--- src/hw/rtl/apdmg_pkg.sv ---
// ----------------------------------------------------------------------------
// apdmg_pkg
// shared types and constants of the absolute peak detector with minimum gap
// ----------------------------------------------------------------------------
package apdmg_pkg;

    // default widths and sizes
    localparam int ANGLE_WIDTH_DEF = 24;
    localparam int TIME_WIDTH_DEF  = 32;
    localparam int COUNT_WIDTH_DEF = 20;
    localparam int QUEUE_DEPTH_DEF = 4;

    // reset values of the configuration registers
    localparam logic REG_GAP_MODE_RST     = 1'b0;
    localparam int   MIN_INDEX_GAP_RST    = 1;
    localparam int   MIN_TIME_GAP_RST     = 0;
    localparam int   MIN_PEAK_COUNT_RST   = 4;

    // configuration register indexes
    localparam int CFG_INDEX_WIDTH = 2;
    localparam logic [CFG_INDEX_WIDTH-1:0] CFG_GAP_MODE       = 2'd0;
    localparam logic [CFG_INDEX_WIDTH-1:0] CFG_MIN_INDEX_GAP  = 2'd1;
    localparam logic [CFG_INDEX_WIDTH-1:0] CFG_MIN_TIME_GAP   = 2'd2;
    localparam logic [CFG_INDEX_WIDTH-1:0] CFG_MIN_PEAK_COUNT = 2'd3;

    // gap modes
    localparam logic GAP_MODE_COUNT = 1'b0;
    localparam logic GAP_MODE_TIME  = 1'b1;

    // result kinds
    localparam logic KIND_PEAK    = 1'b0;
    localparam logic KIND_SUMMARY = 1'b1;

    // end-of-record status codes
    typedef enum logic [1:0] {
        STATUS_OK          = 2'd0,
        STATUS_FEW_SAMPLES = 2'd1,
        STATUS_FEW_PEAKS   = 2'd2
    } status_t;

    // control part of one queue entry
    typedef struct packed {
        logic    has_peak;
        logic    has_summary;
        status_t status;
    } entry_ctrl_t;

endpackage

--- src/hw/rtl/apdmg_queue.sv ---
// ----------------------------------------------------------------------------
// apdmg_queue
// small register fifo between the detection front and the result back
// ----------------------------------------------------------------------------
module apdmg_queue
    import apdmg_pkg::*;
#(
    parameter int DATA_WIDTH = 8,
    parameter int DEPTH      = QUEUE_DEPTH_DEF
)
(
    input  logic                  clk,
    input  logic                  rst_n,
    input  logic                  push,
    input  logic [DATA_WIDTH-1:0] push_data,
    input  logic                  pop,
    output logic [DATA_WIDTH-1:0] head_data,
    output logic                  empty,
    output logic                  full
);

    localparam int PTR_WIDTH = (DEPTH > 1) ? $clog2(DEPTH) : 1;
    localparam int CNT_WIDTH = $clog2(DEPTH + 1);

    logic [DATA_WIDTH-1:0] entry_reg [DEPTH];
    logic [PTR_WIDTH-1:0]  wr_ptr_reg, wr_ptr_next;
    logic [PTR_WIDTH-1:0]  rd_ptr_reg, rd_ptr_next;
    logic [CNT_WIDTH-1:0]  count_reg, count_next;
    logic                  do_push, do_pop;

    assign empty   = (count_reg == '0);
    assign full    = (count_reg == CNT_WIDTH'(DEPTH));
    assign do_push = push && !full;
    assign do_pop  = pop && !empty;

    assign head_data = entry_reg[rd_ptr_reg];

    always_comb
    begin
        wr_ptr_next = wr_ptr_reg;
        rd_ptr_next = rd_ptr_reg;
        count_next  = count_reg;
        if (do_push)
        begin
            wr_ptr_next = (wr_ptr_reg == PTR_WIDTH'(DEPTH - 1)) ? '0
                                                                 : wr_ptr_reg + 1'b1;
        end
        if (do_pop)
        begin
            rd_ptr_next = (rd_ptr_reg == PTR_WIDTH'(DEPTH - 1)) ? '0
                                                                 : rd_ptr_reg + 1'b1;
        end
        if (do_push && !do_pop)
        begin
            count_next = count_reg + 1'b1;
        end
        else if (do_pop && !do_push)
        begin
            count_next = count_reg - 1'b1;
        end
    end

    always_ff @(posedge clk or negedge rst_n)
    begin
        if (!rst_n)
        begin
            wr_ptr_reg <= '0;
            rd_ptr_reg <= '0;
            count_reg  <= '0;
        end
        else
        begin
            wr_ptr_reg <= wr_ptr_next;
            rd_ptr_reg <= rd_ptr_next;
            count_reg  <= count_next;
        end
    end

    always_ff @(posedge clk)
    begin
        if (do_push)
        begin
            entry_reg[wr_ptr_reg] <= push_data;
        end
    end

endmodule

--- src/hw/rtl/apdmg_front.sv ---
// ----------------------------------------------------------------------------
// apdmg_front
// takes samples, tracks the three-sample window and the gap to the last
// accepted peak, and queues peak and summary work
// ----------------------------------------------------------------------------
module apdmg_front
    import apdmg_pkg::*;
#(
    parameter int ANGLE_WIDTH = ANGLE_WIDTH_DEF,
    parameter int TIME_WIDTH  = TIME_WIDTH_DEF,
    parameter int COUNT_WIDTH = COUNT_WIDTH_DEF
)
(
    input  logic                          clk,
    input  logic                          rst_n,
    input  logic                          sample_valid,
    input  logic                          queue_full,
    input  logic [TIME_WIDTH-1:0]         sample_time,
    input  logic signed [ANGLE_WIDTH-1:0] sample_angle,
    input  logic                          last_sample,
    input  logic                          gap_mode,
    input  logic [COUNT_WIDTH-1:0]        min_index_gap,
    input  logic [TIME_WIDTH-1:0]         min_time_gap,
    input  logic [COUNT_WIDTH-1:0]        min_peak_count,
    output logic                          sample_stall,
    output logic                          push,
    output entry_ctrl_t                   push_ctrl,
    output logic [TIME_WIDTH-1:0]         push_time,
    output logic [ANGLE_WIDTH-2:0]        push_mag,
    output logic [COUNT_WIDTH-1:0]        push_count
);

    localparam int MAG_WIDTH = ANGLE_WIDTH - 1;

    logic [MAG_WIDTH-1:0]   older_mag_reg;
    logic [MAG_WIDTH-1:0]   middle_mag_reg;
    logic [TIME_WIDTH-1:0]  middle_time_reg;
    logic [COUNT_WIDTH-1:0] sample_counter_reg;
    logic [COUNT_WIDTH-1:0] accepted_index_reg;
    logic [TIME_WIDTH-1:0]  accepted_time_reg;
    logic                   have_accepted_reg;
    logic [COUNT_WIDTH-1:0] peaks_found_reg;

    logic                   accept;
    logic [ANGLE_WIDTH-1:0] negated;
    logic [MAG_WIDTH-1:0]   mag_now;
    logic [COUNT_WIDTH-1:0] mid_index;
    logic [COUNT_WIDTH-1:0] index_dist;
    logic [TIME_WIDTH-1:0]  time_dist;
    logic                   is_peak;
    logic                   far_enough;
    logic                   take_peak;
    logic [COUNT_WIDTH-1:0] peaks_found_next;
    status_t                end_status;

    assign sample_stall = queue_full;
    assign accept       = sample_valid && !sample_stall;

    // magnitude, most negative angle saturates
    assign negated = ~sample_angle + 1'b1;
    always_comb
    begin
        if (!sample_angle[ANGLE_WIDTH-1])
        begin
            mag_now = sample_angle[MAG_WIDTH-1:0];
        end
        else if (negated[ANGLE_WIDTH-1])
        begin
            mag_now = '1;
        end
        else
        begin
            mag_now = negated[MAG_WIDTH-1:0];
        end
    end

    assign mid_index  = sample_counter_reg - COUNT_WIDTH'(1);
    assign index_dist = (mid_index >= accepted_index_reg)
                        ? mid_index - accepted_index_reg : '0;
    assign time_dist  = (middle_time_reg >= accepted_time_reg)
                        ? middle_time_reg - accepted_time_reg : '0;

    assign is_peak = (sample_counter_reg > COUNT_WIDTH'(1))
                     && (middle_mag_reg >= older_mag_reg)
                     && (middle_mag_reg > mag_now);

    assign far_enough = !have_accepted_reg
                        || ((gap_mode == GAP_MODE_TIME) ? (time_dist >= min_time_gap)
                                                        : (index_dist >= min_index_gap));
    assign take_peak  = is_peak && far_enough;

    assign peaks_found_next = (take_peak && (peaks_found_reg != '1))
                              ? peaks_found_reg + 1'b1 : peaks_found_reg;

    always_comb
    begin
        if (sample_counter_reg < COUNT_WIDTH'(2))
        begin
            end_status = STATUS_FEW_SAMPLES;
        end
        else if (peaks_found_next < min_peak_count)
        begin
            end_status = STATUS_FEW_PEAKS;
        end
        else
        begin
            end_status = STATUS_OK;
        end
    end

    assign push                  = accept && (take_peak || last_sample);
    assign push_ctrl.has_peak    = take_peak;
    assign push_ctrl.has_summary = last_sample;
    assign push_ctrl.status      = end_status;
    assign push_time             = middle_time_reg;
    assign push_mag              = middle_mag_reg;
    assign push_count            = peaks_found_next;

    always_ff @(posedge clk or negedge rst_n)
    begin
        if (!rst_n)
        begin
            older_mag_reg      <= '0;
            middle_mag_reg     <= '0;
            middle_time_reg    <= '0;
            sample_counter_reg <= '0;
            accepted_index_reg <= '0;
            accepted_time_reg  <= '0;
            have_accepted_reg  <= 1'b0;
            peaks_found_reg    <= '0;
        end
        else if (accept)
        begin
            if (last_sample)
            begin
                older_mag_reg      <= '0;
                middle_mag_reg     <= '0;
                middle_time_reg    <= '0;
                sample_counter_reg <= '0;
                accepted_index_reg <= '0;
                accepted_time_reg  <= '0;
                have_accepted_reg  <= 1'b0;
                peaks_found_reg    <= '0;
            end
            else
            begin
                if (take_peak)
                begin
                    have_accepted_reg  <= 1'b1;
                    accepted_index_reg <= mid_index;
                    accepted_time_reg  <= middle_time_reg;
                end
                peaks_found_reg <= peaks_found_next;
                older_mag_reg   <= middle_mag_reg;
                middle_mag_reg  <= mag_now;
                middle_time_reg <= sample_time;
                if (sample_counter_reg != '1)
                begin
                    sample_counter_reg <= sample_counter_reg + 1'b1;
                end
            end
        end
    end

endmodule

--- src/hw/rtl/apdmg_back.sv ---
// ----------------------------------------------------------------------------
// apdmg_back
// turns queued entries into peak reports and summaries in an output register
// ----------------------------------------------------------------------------
module apdmg_back
    import apdmg_pkg::*;
#(
    parameter int ANGLE_WIDTH = ANGLE_WIDTH_DEF,
    parameter int TIME_WIDTH  = TIME_WIDTH_DEF,
    parameter int COUNT_WIDTH = COUNT_WIDTH_DEF
)
(
    input  logic                   clk,
    input  logic                   rst_n,
    input  logic                   head_valid,
    input  entry_ctrl_t            head_ctrl,
    input  logic [TIME_WIDTH-1:0]  head_time,
    input  logic [ANGLE_WIDTH-2:0] head_mag,
    input  logic [COUNT_WIDTH-1:0] head_count,
    input  logic                   result_stall,
    output logic                   pop,
    output logic                   result_valid,
    output logic                   kind,
    output logic [TIME_WIDTH-1:0]  peak_time,
    output logic [ANGLE_WIDTH-2:0] peak_magnitude,
    output logic [COUNT_WIDTH-1:0] peak_count,
    output logic [1:0]             status,
    output logic                   last
);

    logic                   valid_reg, valid_next;
    logic                   phase_reg, phase_next;
    logic                   kind_reg;
    logic [TIME_WIDTH-1:0]  time_reg;
    logic [ANGLE_WIDTH-2:0] mag_reg;
    logic [COUNT_WIDTH-1:0] count_reg;
    logic [1:0]             status_reg;
    logic                   last_reg;

    logic                   load;
    logic                   emit_peak;

    // output slot is free when empty or being taken
    assign load      = head_valid && (!valid_reg || !result_stall);
    assign emit_peak = head_ctrl.has_peak && !phase_reg;

    always_comb
    begin
        valid_next = valid_reg;
        phase_next = phase_reg;
        pop        = 1'b0;
        if (!valid_reg || !result_stall)
        begin
            valid_next = head_valid;
        end
        if (load)
        begin
            if (emit_peak && head_ctrl.has_summary)
            begin
                phase_next = 1'b1;
            end
            else
            begin
                phase_next = 1'b0;
                pop        = 1'b1;
            end
        end
    end

    always_ff @(posedge clk or negedge rst_n)
    begin
        if (!rst_n)
        begin
            valid_reg <= 1'b0;
            phase_reg <= 1'b0;
        end
        else
        begin
            valid_reg <= valid_next;
            phase_reg <= phase_next;
        end
    end

    always_ff @(posedge clk)
    begin
        if (load)
        begin
            count_reg <= head_count;
            if (emit_peak)
            begin
                kind_reg   <= KIND_PEAK;
                time_reg   <= head_time;
                mag_reg    <= head_mag;
                status_reg <= STATUS_OK;
                last_reg   <= !head_ctrl.has_summary;
            end
            else
            begin
                kind_reg   <= KIND_SUMMARY;
                time_reg   <= '0;
                mag_reg    <= '0;
                status_reg <= head_ctrl.status;
                last_reg   <= 1'b1;
            end
        end
    end

    assign result_valid   = valid_reg;
    assign kind           = kind_reg;
    assign peak_time      = time_reg;
    assign peak_magnitude = mag_reg;
    assign peak_count     = count_reg;
    assign status         = status_reg;
    assign last           = last_reg;

endmodule

--- src/hw/rtl/abs_peak_detector_min_gap.sv ---
// ----------------------------------------------------------------------------
// abs_peak_detector_min_gap
// local maxima of |angle| on a timed sample stream, with a minimum gap
// between accepted peaks counted in samples or in microseconds
// ----------------------------------------------------------------------------
// path: a peak report or summary enters the entry queue when its sample is
//   taken, then the output register; a summary behind a peak follows it
// throughput: one sample per cycle unless stalled; a final sample that also
//   closes a peak gives two results, absorbed by the queue between the halves
// reset: rst_n clears record state, queue and output register, and loads
//   gap_mode 0, min_index_gap 1, min_time_gap 0, min_peak_count 4
module abs_peak_detector_min_gap
    import apdmg_pkg::*;
#(
    parameter int ANGLE_WIDTH = ANGLE_WIDTH_DEF,
    parameter int TIME_WIDTH  = TIME_WIDTH_DEF,
    parameter int COUNT_WIDTH = COUNT_WIDTH_DEF,
    parameter int QUEUE_DEPTH = QUEUE_DEPTH_DEF
)
(
    input  logic                          clk,
    input  logic                          rst_n,
    // sample channel
    input  logic                          sample_valid,
    output logic                          sample_stall,
    input  logic [TIME_WIDTH-1:0]         sample_time,
    input  logic signed [ANGLE_WIDTH-1:0] sample_angle,
    input  logic                          last_sample,
    // result channel
    output logic                          result_valid,
    input  logic                          result_stall,
    output logic                          kind,
    output logic [TIME_WIDTH-1:0]         peak_time,
    output logic [ANGLE_WIDTH-2:0]        peak_magnitude,
    output logic [COUNT_WIDTH-1:0]        peak_count,
    output logic [1:0]                    status,
    output logic                          last,
    // configuration write channel
    input  logic                          cfg_valid,
    output logic                          cfg_ready,
    input  logic [CFG_INDEX_WIDTH-1:0]    cfg_index,
    input  logic [((TIME_WIDTH > COUNT_WIDTH) ? TIME_WIDTH : COUNT_WIDTH)-1:0] cfg_data
);

    localparam int MAG_WIDTH  = ANGLE_WIDTH - 1;
    localparam int CTRL_WIDTH = $bits(entry_ctrl_t);
    // queue entry layout: control, time, magnitude, count
    localparam int ENTRY_WIDTH = CTRL_WIDTH + TIME_WIDTH + MAG_WIDTH + COUNT_WIDTH;

    // configuration registers
    logic                   gap_mode_reg;
    logic [COUNT_WIDTH-1:0] min_index_gap_reg;
    logic [TIME_WIDTH-1:0]  min_time_gap_reg;
    logic [COUNT_WIDTH-1:0] min_peak_count_reg;

    // front to queue
    logic                   push;
    entry_ctrl_t            push_ctrl;
    logic [TIME_WIDTH-1:0]  push_time;
    logic [MAG_WIDTH-1:0]   push_mag;
    logic [COUNT_WIDTH-1:0] push_count;
    logic                   queue_full;

    // queue to back
    logic [ENTRY_WIDTH-1:0] head_data;
    logic                   queue_empty;
    logic                   pop;
    entry_ctrl_t            head_ctrl;
    logic [TIME_WIDTH-1:0]  head_time;
    logic [MAG_WIDTH-1:0]   head_mag;
    logic [COUNT_WIDTH-1:0] head_count;

    // the user writes the registers only while the block is idle; the block does not enforce it, so always ready
    assign cfg_ready = 1'b1;

    always_ff @(posedge clk or negedge rst_n)
    begin
        if (!rst_n)
        begin
            gap_mode_reg       <= REG_GAP_MODE_RST;
            min_index_gap_reg  <= COUNT_WIDTH'(MIN_INDEX_GAP_RST);
            min_time_gap_reg   <= TIME_WIDTH'(MIN_TIME_GAP_RST);
            min_peak_count_reg <= COUNT_WIDTH'(MIN_PEAK_COUNT_RST);
        end
        else if (cfg_valid && cfg_ready)
        begin
            case (cfg_index)
                CFG_GAP_MODE:       gap_mode_reg       <= cfg_data[0];
                CFG_MIN_INDEX_GAP:  min_index_gap_reg  <= cfg_data[COUNT_WIDTH-1:0];
                CFG_MIN_TIME_GAP:   min_time_gap_reg   <= cfg_data[TIME_WIDTH-1:0];
                CFG_MIN_PEAK_COUNT: min_peak_count_reg <= cfg_data[COUNT_WIDTH-1:0];
                default:            ;
            endcase
        end
    end

    // front: window tracking, peak test, gap test and record summary
    apdmg_front #(
        .ANGLE_WIDTH (ANGLE_WIDTH),
        .TIME_WIDTH  (TIME_WIDTH),
        .COUNT_WIDTH (COUNT_WIDTH)
    ) u_front (
        .clk            (clk),
        .rst_n          (rst_n),
        .sample_valid   (sample_valid),
        .queue_full     (queue_full),
        .sample_time    (sample_time),
        .sample_angle   (sample_angle),
        .last_sample    (last_sample),
        .gap_mode       (gap_mode_reg),
        .min_index_gap  (min_index_gap_reg),
        .min_time_gap   (min_time_gap_reg),
        .min_peak_count (min_peak_count_reg),
        .sample_stall   (sample_stall),
        .push           (push),
        .push_ctrl      (push_ctrl),
        .push_time      (push_time),
        .push_mag       (push_mag),
        .push_count     (push_count)
    );

    // entry queue lets the back stall without holding the sample side until it fills
    apdmg_queue #(
        .DATA_WIDTH (ENTRY_WIDTH),
        .DEPTH      (QUEUE_DEPTH)
    ) u_queue (
        .clk       (clk),
        .rst_n     (rst_n),
        .push      (push),
        .push_data ({push_ctrl, push_time, push_mag, push_count}),
        .pop       (pop),
        .head_data (head_data),
        .empty     (queue_empty),
        .full      (queue_full)
    );

    assign {head_ctrl, head_time, head_mag, head_count} = head_data;

    // back: one or two result transactions per entry
    apdmg_back #(
        .ANGLE_WIDTH (ANGLE_WIDTH),
        .TIME_WIDTH  (TIME_WIDTH),
        .COUNT_WIDTH (COUNT_WIDTH)
    ) u_back (
        .clk            (clk),
        .rst_n          (rst_n),
        .head_valid     (!queue_empty),
        .head_ctrl      (head_ctrl),
        .head_time      (head_time),
        .head_mag       (head_mag),
        .head_count     (head_count),
        .result_stall   (result_stall),
        .pop            (pop),
        .result_valid   (result_valid),
        .kind           (kind),
        .peak_time      (peak_time),
        .peak_magnitude (peak_magnitude),
        .peak_count     (peak_count),
        .status         (status),
        .last           (last)
    );

endmodule

--- config.mk ---
export PLATFORM = sky130hd
export DESIGN_NAME = abs_peak_detector_min_gap
export DESIGN_NICKNAME = d
export VERILOG_FILES = /design/src/hw/rtl/apdmg_pkg.sv /design/src/hw/rtl/apdmg_queue.sv /design/src/hw/rtl/apdmg_front.sv /design/src/hw/rtl/apdmg_back.sv /design/src/hw/rtl/abs_peak_detector_min_gap.sv
export SDC_FILE = /design/constraint.sdc
export NUM_CORES = 1
export LEC_CHECK = 0
export ABC_CLOCK_PERIOD_IN_PS = 18600
export BUFFER_PORTS_ARGS = -buffer_cell sky130_fd_sc_hd__buf_2
export CAP_MARGIN = 10
export CELL_PAD_IN_SITES_DETAIL_PLACEMENT = 1
export CELL_PAD_IN_SITES_GLOBAL_PLACEMENT = 1
export CORE_ASPECT_RATIO = 1.1
export CORE_MARGIN = 3
export CORE_UTILIZATION = 32
export CTS_BUF_LIST = sky130_fd_sc_hd__clkbuf_8
export DETAILED_ROUTE_END_ITERATION = 12
export PLACE_DENSITY = 0.66
export SETUP_SLACK_MARGIN = 0.2
export SYNTH_ARGS = -nofsm -noshare
export SYNTH_HDL_FRONTEND = slang
export SYNTH_SLANG_ARGS = --single-unit
--- constraint.sdc ---
create_clock -name clk -period 18.6 [get_ports clk]
set_input_delay 1.86 -clock clk [delete_from_list [all_inputs] [get_ports clk]]
set_output_delay 1.86 -clock clk [all_outputs]
set_load 0.1 [all_outputs]
==> results of run 1 <==
[power by group through the flow]
stage | clock [uW] | combinational, uW | sequential, uW
2_1_floorplan | 0 | 1510 | 2630
3_3_place_gp | 0 | 2650 | 2090
3_5_place_dp | 0 | 2740 | 2110
4_1_cts | 1380 | 2760 | 2080
5_1_grt | 1450 | 2990 | 2120
6_report | 1330 | 2730 | 2080
[cells in the final DEF (no fill, tap or decap), types with 7 or more instances in the layout]
master,instances
diode_2,9
o31ai_1,23
and3_1,67
or3_1,13
mux2_2,79
o21ai_0,127
nor2b_1,23
nor4_1,12
a21o_1,45
a22o_1,55
and4_1,7
edfxtp_1,395
xor2_1,52
o21a_1,16
nand2_1,220
clkinv_2,33
a211oi_1,13
buf_2,175
nand3_1,45
nor3_1,27
mux2i_1,7
mux4_2,79
nor2_1,134
o211ai_1,11
nand2b_1,16
clkbuf_8,124
xnor2_1,41
ha_1,180
inv_1,196
a31oi_1,11
dfrtp_1,249
a21oi_1,86
bufinv_16,8
nand4_1,31
buf_4,18
[per-layer routing]
metal / wire length [um] / share of wire / vias up / track usage
li1: - / - / 9555 / -
met1: 35800 / 0.43 / 10400 / 0.202
met2: 40900 / 0.50 / 337 / 0.279
met3: 3210 / 0.039 / 132 / 0.0314
met4: 2440 / 0.030 / 6 / 0.0550
met5: 28 / 0.00034 / - / 0
[cells by family after synthesis]
kind of cell    after synthesis  synth area share
flops                       648             0.582
simple gates                642            0.0995
compound gates              459            0.0971
buf+inv                     278            0.0336
fa+ha+maj                   183            0.0740
mux                         165            0.0876
xor+xnor                     93            0.0261
other cells                   1          0.000120
[worst max-delay path, delay by kind of cell]
kind                     cells  cell delay, ns
AO/OA/AOI/OAI                7            1.97
XOR/XNOR                     1            0.35
adder cells (fa/ha/maj)      3            0.54
buffers and inverters        2            0.19
AND/OR/NAND/NOR             17            5.77
[synth_stat cells, drive strengths merged (6+ instances only)]
cell type	instances	area (um^2)
dfrtp	251	6280
and2	8	50.1
nor3	27	135
a41oi	6	52.6
nor2	138	518
and4	7	61.3
nand3b	6	45.0
o211ai	11	82.6
a31oi	11	68.8
mux2	79	890
clkbuf	88	330
mux4	79	1780
xor2	52	455
nand4	31	194
or4	6	45.0
inv	174	653
nor2b	23	144
or3	17	123
a21o	45	338
o31ai	23	173
o21a	16	120
a21oi	87	435
o2111ai	6	52.6
xnor2	41	359
nand2	220	826
edfxtp	395	11900
ha	180	2250
or2	6	37.5
nand3	45	225
nor4	12	75.1
nand2b	17	106
o21ai	135	679
mux2i	7	70.1
and3	67	419
buf	16	66.3
a211oi	13	97.6
a22o	55	482
[area by class of cell]
| class | instances | area [um^2] |
|---|---|---|
| Tap cell | 1270 | 1590 |
| Clock buffer | 124 | 1710 |
| Timing Repair Buffer | 197 | 1080 |
| Sequential cell | 648 | 18200 |
| Inverter | 174 | 653 |
| Multi-Input combinational cell | 1543 | 12100 |
| Antenna cell | 9 | 22.5 |
| Fill cell | 10200 | 60400 |
| Clock inverter | 74 | 596 |
[worst max-delay path by stage]
stage / from / endpoint / slack [ns] / cells past startpoint
finish: sample_angle[0] / u_queue.entry_reg[1][76]$_DFFE_PP_ / 8.34 / 30
global route: sample_angle[0] / u_queue.entry_reg[1][76]$_DFFE_PP_ / 7.71 / 30
CTS: sample_angle[0] / u_queue.entry_reg[1][76]$_DFFE_PP_ / 8.43 / 30
detailed placement: sample_angle[0] / u_queue.entry_reg[1][76]$_DFFE_PP_ / 7.61 / 30
global placement: sample_angle[0] / u_queue.entry_reg[0][76]$_DFFE_PP_ / 8.01 / 29
floorplan: sample_angle[0] / u_queue.entry_reg[0][0]$_DFFE_PP_ / 8.02 / 20
[through the flow]
stage                      util  total power, uW
after floorplan               -             4140
after global placement    0.348             4730
after detailed placement  0.349             4850
after CTS                 0.373             6220
after global routing      0.373             6550
final                     0.373             6130
==> results.cfg, run 1 <==
[global_route]
grt_max_degree = 161
antenna_found_initial = 13
grt_pass1_vias = 22300
track_usage = 0.161
overflow = 0
grt_pass1_wl_um = 130000

[layout]
largest_register_ffs = 316
final_nets = 2948
stdcell_count = 4039
finish.instance_area_um2 = 35900
drive_gt1_frac = 0.202
areaGrowthSynthToFinish_pct = 15.0

[sta]
grt_setup_unrepaired = no
fmax_ghz = 0.0975
finalMaxSlewViolations = 0
max_slew_margin = 0.185
hold_viol_final = 0
worst_hold_slack_ns = 0.483
fin_crit_sh = 0.551
period_minus_slack_ns = 10.26
setup_slack_ns = 8.34
finalSetupTns_ns = 0
worst_slew_pin_slew_ns = 1.22
fin_skew_ns = 0.0353
setup_viol = 0

[worst_hold_path]
min_path_cells = 2
worstHoldEndpoint = u_front.older_mag_reg[17]$_DFFE_PN0P_
holdCritStartpoint = u_front.older_mag_reg[17]$_DFFE_PN0P_
hp-class = flip-flop to flip-flop

[place]
placed_cell_area_um2 = 33600
placed_cells = 3831
numPortBuffers = 176
finalWeightedCongestion = 0.866
place_ws_ns = 7.61
hpwl_um = 57700

[critical_path]
cpMaxStageDelayCell = a311oi_2
crit_arrival_ns = 10.70
cp-start-kind = input port
r2r_slack_ns = 8.85
critical-path-max-stage-delay_ns = 1.02
r2r_cells = 34
rr_startpoint = u_front.sample_counter_reg[2]$_DFFE_PN0P_
crit_path_end_kind = flip-flop
criticalPathCategory = input port to flip-flop
crit_fanout = 18
reg2reg_to = u_queue.entry_reg[1][76]$_DFFE_PP_
cp.required_ns = 19.04

[pwr]
netSwitchingPower_uw = 2620
power_leakage_uw = 0.0148
pwr-share-comb = 0.444
internal_power_uw = 3510
p_seq_frac = 0.339
vdd_ir_drop_max_v = 0.000109
sw_frac_of_total = 0.428
p_clk_frac = 0.217
power_density_nw_per_um2 = 171

[run_status]
status = finished clean

[floorplanning]
initial_core_util = 0.324
chipWidth_um = 304
die_y_um = 334
die-area_um2 = 101000
io_pins = 178
rows = 119
fp.coreArea_um2 = 96300

[clocking]
clockBufferDepth = 3
cts_setup_buffers = 0
hold_buffers = 0
clock_latency_ns = 0.74
clkSinkCount = 648
cts-root-buf = clkbuf_8
htreeDepth = 3
cts_buffers = 105
cts_tree = yes
path_clk_slew_ns = 0.06
cts_resized = 0

[job]
cap_violations = 0

[route]
via_per_inst = 5.06
firstDrtPassIters = 5
vias = 20400
post_drt_wl_per_cell_um = 20.4
remaining_drc_errors = 0
drt-initial-drc-count = 1120
routed_wirelength_um = 82400
antenna_left = 0

[synthesis]
syn_area_um2 = 31300
yosys.cell_types.count = 73
ys.flop_type = edfxtp_1
postSynthCellCount = 2469
ys_seq_elements = 648
synth_edf_count = 395
seq_area_frac_synth = 0.582
synth_area_per_cell_um2 = 12.7
async_flop_share = 0.390
syn-num-nets = 2748
ys_warn_count = 0
(Power assumes the default switching activity.)
==> inputs of run 2 (changes only) <==
--- a/config.mk
+++ b/config.mk
@@ -5,7 +5,8 @@
 export SDC_FILE = /design/constraint.sdc
 export NUM_CORES = 1
 export LEC_CHECK = 0
-export ABC_CLOCK_PERIOD_IN_PS = 18600
+export ABC_AREA = 1
+export ABC_CLOCK_PERIOD_IN_PS = 9700
 export BUFFER_PORTS_ARGS = -buffer_cell sky130_fd_sc_hd__buf_2
 export CAP_MARGIN = 10
 export CELL_PAD_IN_SITES_DETAIL_PLACEMENT = 1
@@ -15,7 +16,7 @@
 export CORE_UTILIZATION = 32
 export CTS_BUF_LIST = sky130_fd_sc_hd__clkbuf_8
 export DETAILED_ROUTE_END_ITERATION = 12
-export PLACE_DENSITY = 0.66
+export PLACE_DENSITY = 0.68
 export SETUP_SLACK_MARGIN = 0.2
 export SYNTH_ARGS = -nofsm -noshare
 export SYNTH_HDL_FRONTEND = slang
==> constraint.sdc (replaced) <==
create_clock -name clk -period 9.7 [get_ports clk]
set_input_delay 0.97 -clock clk [delete_from_list [all_inputs] [get_ports clk]]
set_output_delay 0.97 -clock clk [all_outputs]
set_load 0.1 [all_outputs]
==> run 2 against run 1 <==
  * Worst hold slack worse by 0.32 ns
  * Combinational power is 130% higher
  * Total power is 110% higher
  * Sequential power is 91% higher
  * Clock power is 85% higher
  * Critical endpoint is now u_queue.entry_reg[3][76]$_DFFE_PP_
  * Largest power group unchanged
==> results.cfg, run 2 <==
[run_status]
status = finished clean

[synthesis]
syn-num-nets = 3552
synthTopCellsByCount = 446 x inv_1, 446 x nor2_1, 430 x nand2_1
ys.flop_type = edfxtp_1
yosys-top-cells-area = edfxtp_1 37%, dfrtp_1 20%, ha_1 7.0%, inv_1 5.2%, nor2_1 5.2%
yosys.cell_types.count = 65
synth_area_per_cell_um2 = 9.76
synth_compound_area_frac = 0.126
synth_xor_area_frac = 0.0240
postSynthCellCount = 3273
synth-simple-area-share = 0.136
synth_top_family_by_area = simple AND/OR/NAND/NOR gates
synth.top_cell.area_share = 0.371
yosys-mux-area-fraction = 0.000352
ys_warn_count = 0
ys_seq_elements = 648
async_flop_share = 0.390
synth_fa_ha_area_frac = 0.0724
synth_edf_count = 395
synth_top_cell_by_area = edfxtp_1
seq_area_frac_synth = 0.569
syn_area_um2 = 32000

[route]
drt-initial-drc-count = 1490
via_per_inst = 4.90
remaining_drc_errors = 0
routed_wirelength_um = 91700
firstDrtPassIters = 5
antenna_left = 0
post_drt_wl_per_cell_um = 18.9
vias = 23700

[floorplanning]
chipWidth_um = 307
rows = 120
die-area_um2 = 104000
io_pins = 178
initial_core_util = 0.325
fp.coreArea_um2 = 98200
die_y_um = 337

[critical_path]
cp.required_ns = 10.22
cp_top_family = simple AND/OR/NAND/NOR gates
criticalPathCategory = flip-flop to flip-flop
cp-start-kind = flip-flop
crit_path_end_kind = flip-flop
crit_arrival_ns = 7.83
crit_fanout = 21
cpMaxStageDelayCell = dfrtp_1
cp_common_cell = nand2_1
critical-path-max-stage-delay_ns = 0.43
path_buf_inv = 6

[clocking]
hold_buffers = 0
cts_buffers = 108
path_clk_slew_ns = 0.07
cts_tree = yes
cts-root-buf = clkbuf_8
clkSinkCount = 648
clockBufferDepth = 3
cts_resized = 0
clock_latency_ns = 0.75
htreeDepth = 3
cts_setup_buffers = 0

[layout]
stdcell_count = 4849
mostFrequentLayoutCells = 488 x inv_1, 441 x nor2_1, 429 x nand2_1
areaGrowthSynthToFinish_pct = 13.9
regArea_um2 = 18200
n_fill_cell = 11300
fin_util = 0.371
final_nets = 3752
largest_register_ffs = 316
multi_input_area_um2 = 11500
layout_commonest_cell = inv_1
drive_gt1_frac = 0.119

[global_route]
track_usage = 0.175
grt_pass1_wl_um = 142000
grt_pass1_vias = 25300
antenna_found_initial = 2
grt_max_degree = 83
overflow = 0

[sta]
hold_viol_final = 0
grt_setup_unrepaired = no
fin_skew_ns = 0.0652
worst_hold_slack_ns = 0.158
finalMaxSlewViolations = 0
fmax_ghz = 0.137
fin_crit_sh = 0.753
finalSetupTns_ns = 0
worst_slew_pin_slew_ns = 0.956
setup_viol = 0
max_slew_margin = 0.363
period_minus_slack_ns = 7.30

[place]
finalWeightedCongestion = 0.871
placed_cells = 4644
numPortBuffers = 176
hpwl_um = 64700

[pwr]
vdd_ir_drop_max_v = 0.000151
power_leakage_uw = 0.0160
power_density_nw_per_um2 = 350

[worst_hold_path]
hp-class = input port to async pin

[job]
cap_violations = 0
[run 2: cell types whose count changed after synthesis, sizes merged, moves of 66 or more]
| cell | change |
|---|---|
| nor2 | +315 |
| inv | +286 |
| nand2 | +218 |
| o21ai | +198 |
| o22ai | +128 |
| a21oi | +114 |
| mux4 | -79 |
| mux2 | -78 |
| and3 | -66 |
[run 2: kinds of logic (layout without fill, tap and decap cells)]
family,after synthesis,after routing
flip-flops,648,648
other,1,2
XOR/XNOR,86,86
multiplexers,1,1
AO/OA/AOI/OAI,728,728
buffers and inverters,578,872
AND/OR/NAND/NOR,1048,1048
adder cells (fa/ha/maj),183,183
[run 2: area by class of cell]
cell class,count,area share
Sequential cell,648,0.500
Multi-Input combinational cell,2047,0.316
Inverter,462,0.0479
Tap cell,1281,0.0440
Clock buffer,114,0.0431
Timing Repair Buffer,206,0.0317
Clock inverter,90,0.0168
Antenna cell,1,0.0000688
[run 2: power breakdown]
part	switching [uW]	internal, uW	total (uW)
logic	4580	1730	6310
clock network	1150	1310	2460
registers	318	3660	3980
[run 2: final timing paths]
check	depth (start not counted)	endpoint	start	slack, ns
max in group asynchronous	3	u_queue.rd_ptr_reg[0]$_DFFE_PN0P_	rst_n	7.26
hold / removal	1	min_index_gap_reg[12]$_DFFE_PN0P_	rst_n	0.16
min in group clk	3	u_front.push_time[22]$_DFFE_PN0P_	sample_time[22]	0.46
setup / recovery	43	u_queue.entry_reg[3][76]$_DFFE_PP_	u_front.sample_counter_reg[0]$_DFFE_PN0P_	2.40
setup reg to reg	43	u_queue.entry_reg[3][76]$_DFFE_PP_	u_front.sample_counter_reg[0]$_DFFE_PN0P_	2.40
hold reg to reg	2	min_time_gap_reg[14]$_DFFE_PN0P_	min_time_gap_reg[14]$_DFFE_PN0P_	0.48
[run 2: metrics by stage]
step | instance area, um^2 | setup WS (ns) | power (uW)
after floorplan | 32000 | 1.38 | 8630
after global placement | 34200 | 2.60 | 10200
after detailed placement | 34200 | 2.49 | 10300
after CTS | 36400 | 2.39 | 12900
after global routing | 36400 | 1.44 | 13700
final | 36400 | 2.40 | 12700
[run 2: worst reg2reg max path: cells and delay by family, from the launching register on]
kind            cells  cell delay, ns
simple gates       20            2.48
compound gates     14            2.15
buf+inv             6            1.12
fa+ha+maj           3            0.94
flops               1            0.43
[run 2: routing by layer]
layer / GRT usage / up-vias / routed length [um]
li1: - / 11500 / -
met1: 0.227 / 11700 / 41600
met2: 0.302 / 428 / 44000
met3: 0.0280 / 142 / 3710
met4: 0.0547 / 0 / 2420
met5: 0 / - / 0
==> inputs of run 3 (changes only) <==
--- a/config.mk
+++ b/config.mk
@@ -6,7 +6,7 @@
 export NUM_CORES = 1
 export LEC_CHECK = 0
 export ABC_AREA = 1
-export ABC_CLOCK_PERIOD_IN_PS = 9700
+export ABC_CLOCK_PERIOD_IN_PS = 6400
 export BUFFER_PORTS_ARGS = -buffer_cell sky130_fd_sc_hd__buf_2
 export CAP_MARGIN = 10
 export CELL_PAD_IN_SITES_DETAIL_PLACEMENT = 1
@@ -16,7 +16,7 @@
 export CORE_UTILIZATION = 32
 export CTS_BUF_LIST = sky130_fd_sc_hd__clkbuf_8
 export DETAILED_ROUTE_END_ITERATION = 12
-export PLACE_DENSITY = 0.68
+export PLACE_DENSITY = 0.7
 export SETUP_SLACK_MARGIN = 0.2
 export SYNTH_ARGS = -nofsm -noshare
 export SYNTH_HDL_FRONTEND = slang
==> constraint.sdc (replaced) <==
create_clock -name clk -period 6.4 [get_ports clk]
set_input_delay 0.64 -clock clk [delete_from_list [all_inputs] [get_ports clk]]
set_output_delay 0.64 -clock clk [all_outputs]
set_load 0.1 [all_outputs]
==> run 3 against run 2 <==
  * Die area is the same
  * Clock skew shrank 0.029 ns
  * Utilization grew 2.3 points
  * First-iteration DRC count shrank 7.8%
  * Non-clock buffer count grew 148
  * Critical path depth shrank 4
  * Via count grew 2.7%
  * Sequential cell count is the same
  * Worst hold slack lost 0.052 ns
  * Final cell count grew 3.0%
  * Count of clock-buffer cells in the layout grew 3
==> results.cfg, run 3 (synthesized netlist as in run 2, its figures left out) <==
[floorplanning]
fp.coreArea_um2 = 98200
rows = 120
die_y_um = 337
io_pins = 178
initial_core_util = 0.325
die-area_um2 = 104000
chipWidth_um = 307

[critical_path]
r2r_slack_ns = 0.19
cp-start-kind = flip-flop
r2r_cells = 39
crit_path_end_kind = flip-flop
startpoint = u_front.sample_counter_reg[12]$_DFFE_PN0P_
crit_arrival_ns = 6.76
cpMaxStageDelayCell = nor4_1
critical-path-max-stage-delay_ns = 0.45
crit_fanout = 8
reg2reg_to = u_queue.entry_reg[3][76]$_DFFE_PP_
cp.required_ns = 6.94
rr_startpoint = u_front.sample_counter_reg[12]$_DFFE_PN0P_
criticalPathCategory = flip-flop to flip-flop
cp_common_cell = nand2_1

[pwr]
power_leakage_uw = 0.0169
vdd_ir_drop_max_v = 0.000280
power_density_nw_per_um2 = 542

[global_route]
overflow = 0
grt_pass1_vias = 25200
track_usage = 0.173
grt_max_degree = 132
grt_pass1_wl_um = 142000
antenna_found_initial = 5

[sta]
worst_slew_pin_slew_ns = 1.07
fin_crit_sh = 0.971
hold_viol_final = 0
fmax_ghz = 0.161
finalMaxSlewViolations = 0
worst_hold_slack_ns = 0.107
setup_viol = 0
period_minus_slack_ns = 6.21
fin_skew_ns = 0.0367
max_slew_margin = 0.285
grt_setup_unrepaired = yes

[route]
routed_wirelength_um = 92500
antenna_left = 0
post_drt_wl_per_cell_um = 18.5
via_per_inst = 4.88
drt-initial-drc-count = 1374
remaining_drc_errors = 0
firstDrtPassIters = 5
vias = 24400

[layout]
final_nets = 3898
largest_register_ffs = 316
n_fill_cell = 11200
multi_input_area_um2 = 12500
regArea_um2 = 18200
layout_commonest_cell = inv_1
fin_util = 0.394
stdcell_count = 4994
areaGrowthSynthToFinish_pct = 21.0
mostFrequentLayoutCells = 462 x inv_1, 424 x nor2_1, 402 x nand2_1
drive_gt1_frac = 0.200

[worst_hold_path]
worstHoldEndpoint = u_front.push_time[0]$_DFFE_PN0P_
min_path_cells = 3
holdCritStartpoint = sample_time[0]
hp-class = input port to flip-flop

[clocking]
htreeDepth = 3
clockBufferDepth = 3
clkSinkCount = 648
path_clk_slew_ns = 0.07
clock_latency_ns = 0.75
cts_tree = yes
cts-root-buf = clkbuf_8
cts_buffers = 106

[run_status]
status = finished clean

[place]
finalWeightedCongestion = 0.866
hpwl_um = 63700
placed_cells = 4742
numPortBuffers = 176

[job]
cap_violations = 0
==> run 3: cell types whose count changed in the layout (fill, tap and decap cells not counted), moves of 16 or more <==
| cell | delta |
|---|---|
| a21oi_1 | -18 |
| a21oi_2 | +16 |
| buf_4 | +128 |
| ha_1 | -31 |
| ha_4 | +27 |
| inv_1 | -26 |
| inv_2 | +22 |
| nand2_1 | -27 |
| nand2_2 | +17 |
| nor2_1 | -17 |
==> run 3: where the power goes <==
part / leakage, uW / internal, uW / total (uW) / switching [uW]
Combinational: 0.00857 / 3690 / 11200 / 7470
Sequential: 0.00705 / 5540 / 6080 / 543
Clock: 0.00128 / 1980 / 3710 / 1730
==> run 3: how the worst max path moves through the flow <==
stage,end,cells past startpoint
finish,u_queue.entry_reg[3][76]$_DFFE_PP_,39
global route,u_queue.entry_reg[1][76]$_DFFE_PP_,41
CTS,u_queue.entry_reg[3][76]$_DFFE_PP_,43
detailed placement,u_queue.entry_reg[1][76]$_DFFE_PP_,42
global placement,u_queue.entry_reg[2][76]$_DFFE_PP_,42
floorplan,u_queue.entry_reg[0][0]$_DFFE_PP_,32
==> run 3: area by class of cell <==
type | count | area share
Multi-Input combinational cell | 2047 | 0.323
Clock buffer | 117 | 0.0417
Tap cell | 1281 | 0.0415
Timing Repair Buffer | 354 | 0.0623
Sequential cell | 648 | 0.471
Inverter | 462 | 0.0454
Antenna cell | 2 | 0.000130
Clock inverter | 83 | 0.0150
==> run 3: timing repair <==
action,CTS,global route
endpoints found under the setup margin,238,322
gates resized for setup,65,169
setup buffers,28,20
hold buffers,1,0
pin swaps,28,74
gates cloned,1,0
endpoints found under the hold margin,57,0
==> run 3: metrics by stage <==
stage	instance area (um^2)	setup WS [ns]	total power (uW)	setup TNS [ns]
2_1_floorplan	32000	-0.587	13100	-185.45
3_3_place_gp	35000	-0.00495	15700	-0.0198
3_5_place_dp	35000	-0.278	16000	-1.11
4_1_cts	37700	0.207	20200	0
5_1_grt	38600	-0.248	22500	-0.991
6_report	38600	0.186	21000	0
==> run 3: per-layer routing <==
layer  part of all wire  up-vias  wire, um  GRT usage
li1                   -    11700         -          -
met1               0.45    12100     41500      0.225
met4              0.018        4      1680     0.0416
met5            0.00029        -        27          0
met2               0.50      389     46100      0.305
met3              0.034      132      3150     0.0238
==> run 3: worst max-delay path: cells and delay by family (launching register included) <==
family	cells	cell delay, ns
AOI/OAI and AO/OA	6	1.01
xor gates and xnor gates	2	0.46
DFF	1	0.40
buffers and inverters	10	1.01
and+or+nand+nor	18	2.25
adders and majority gates	3	0.86
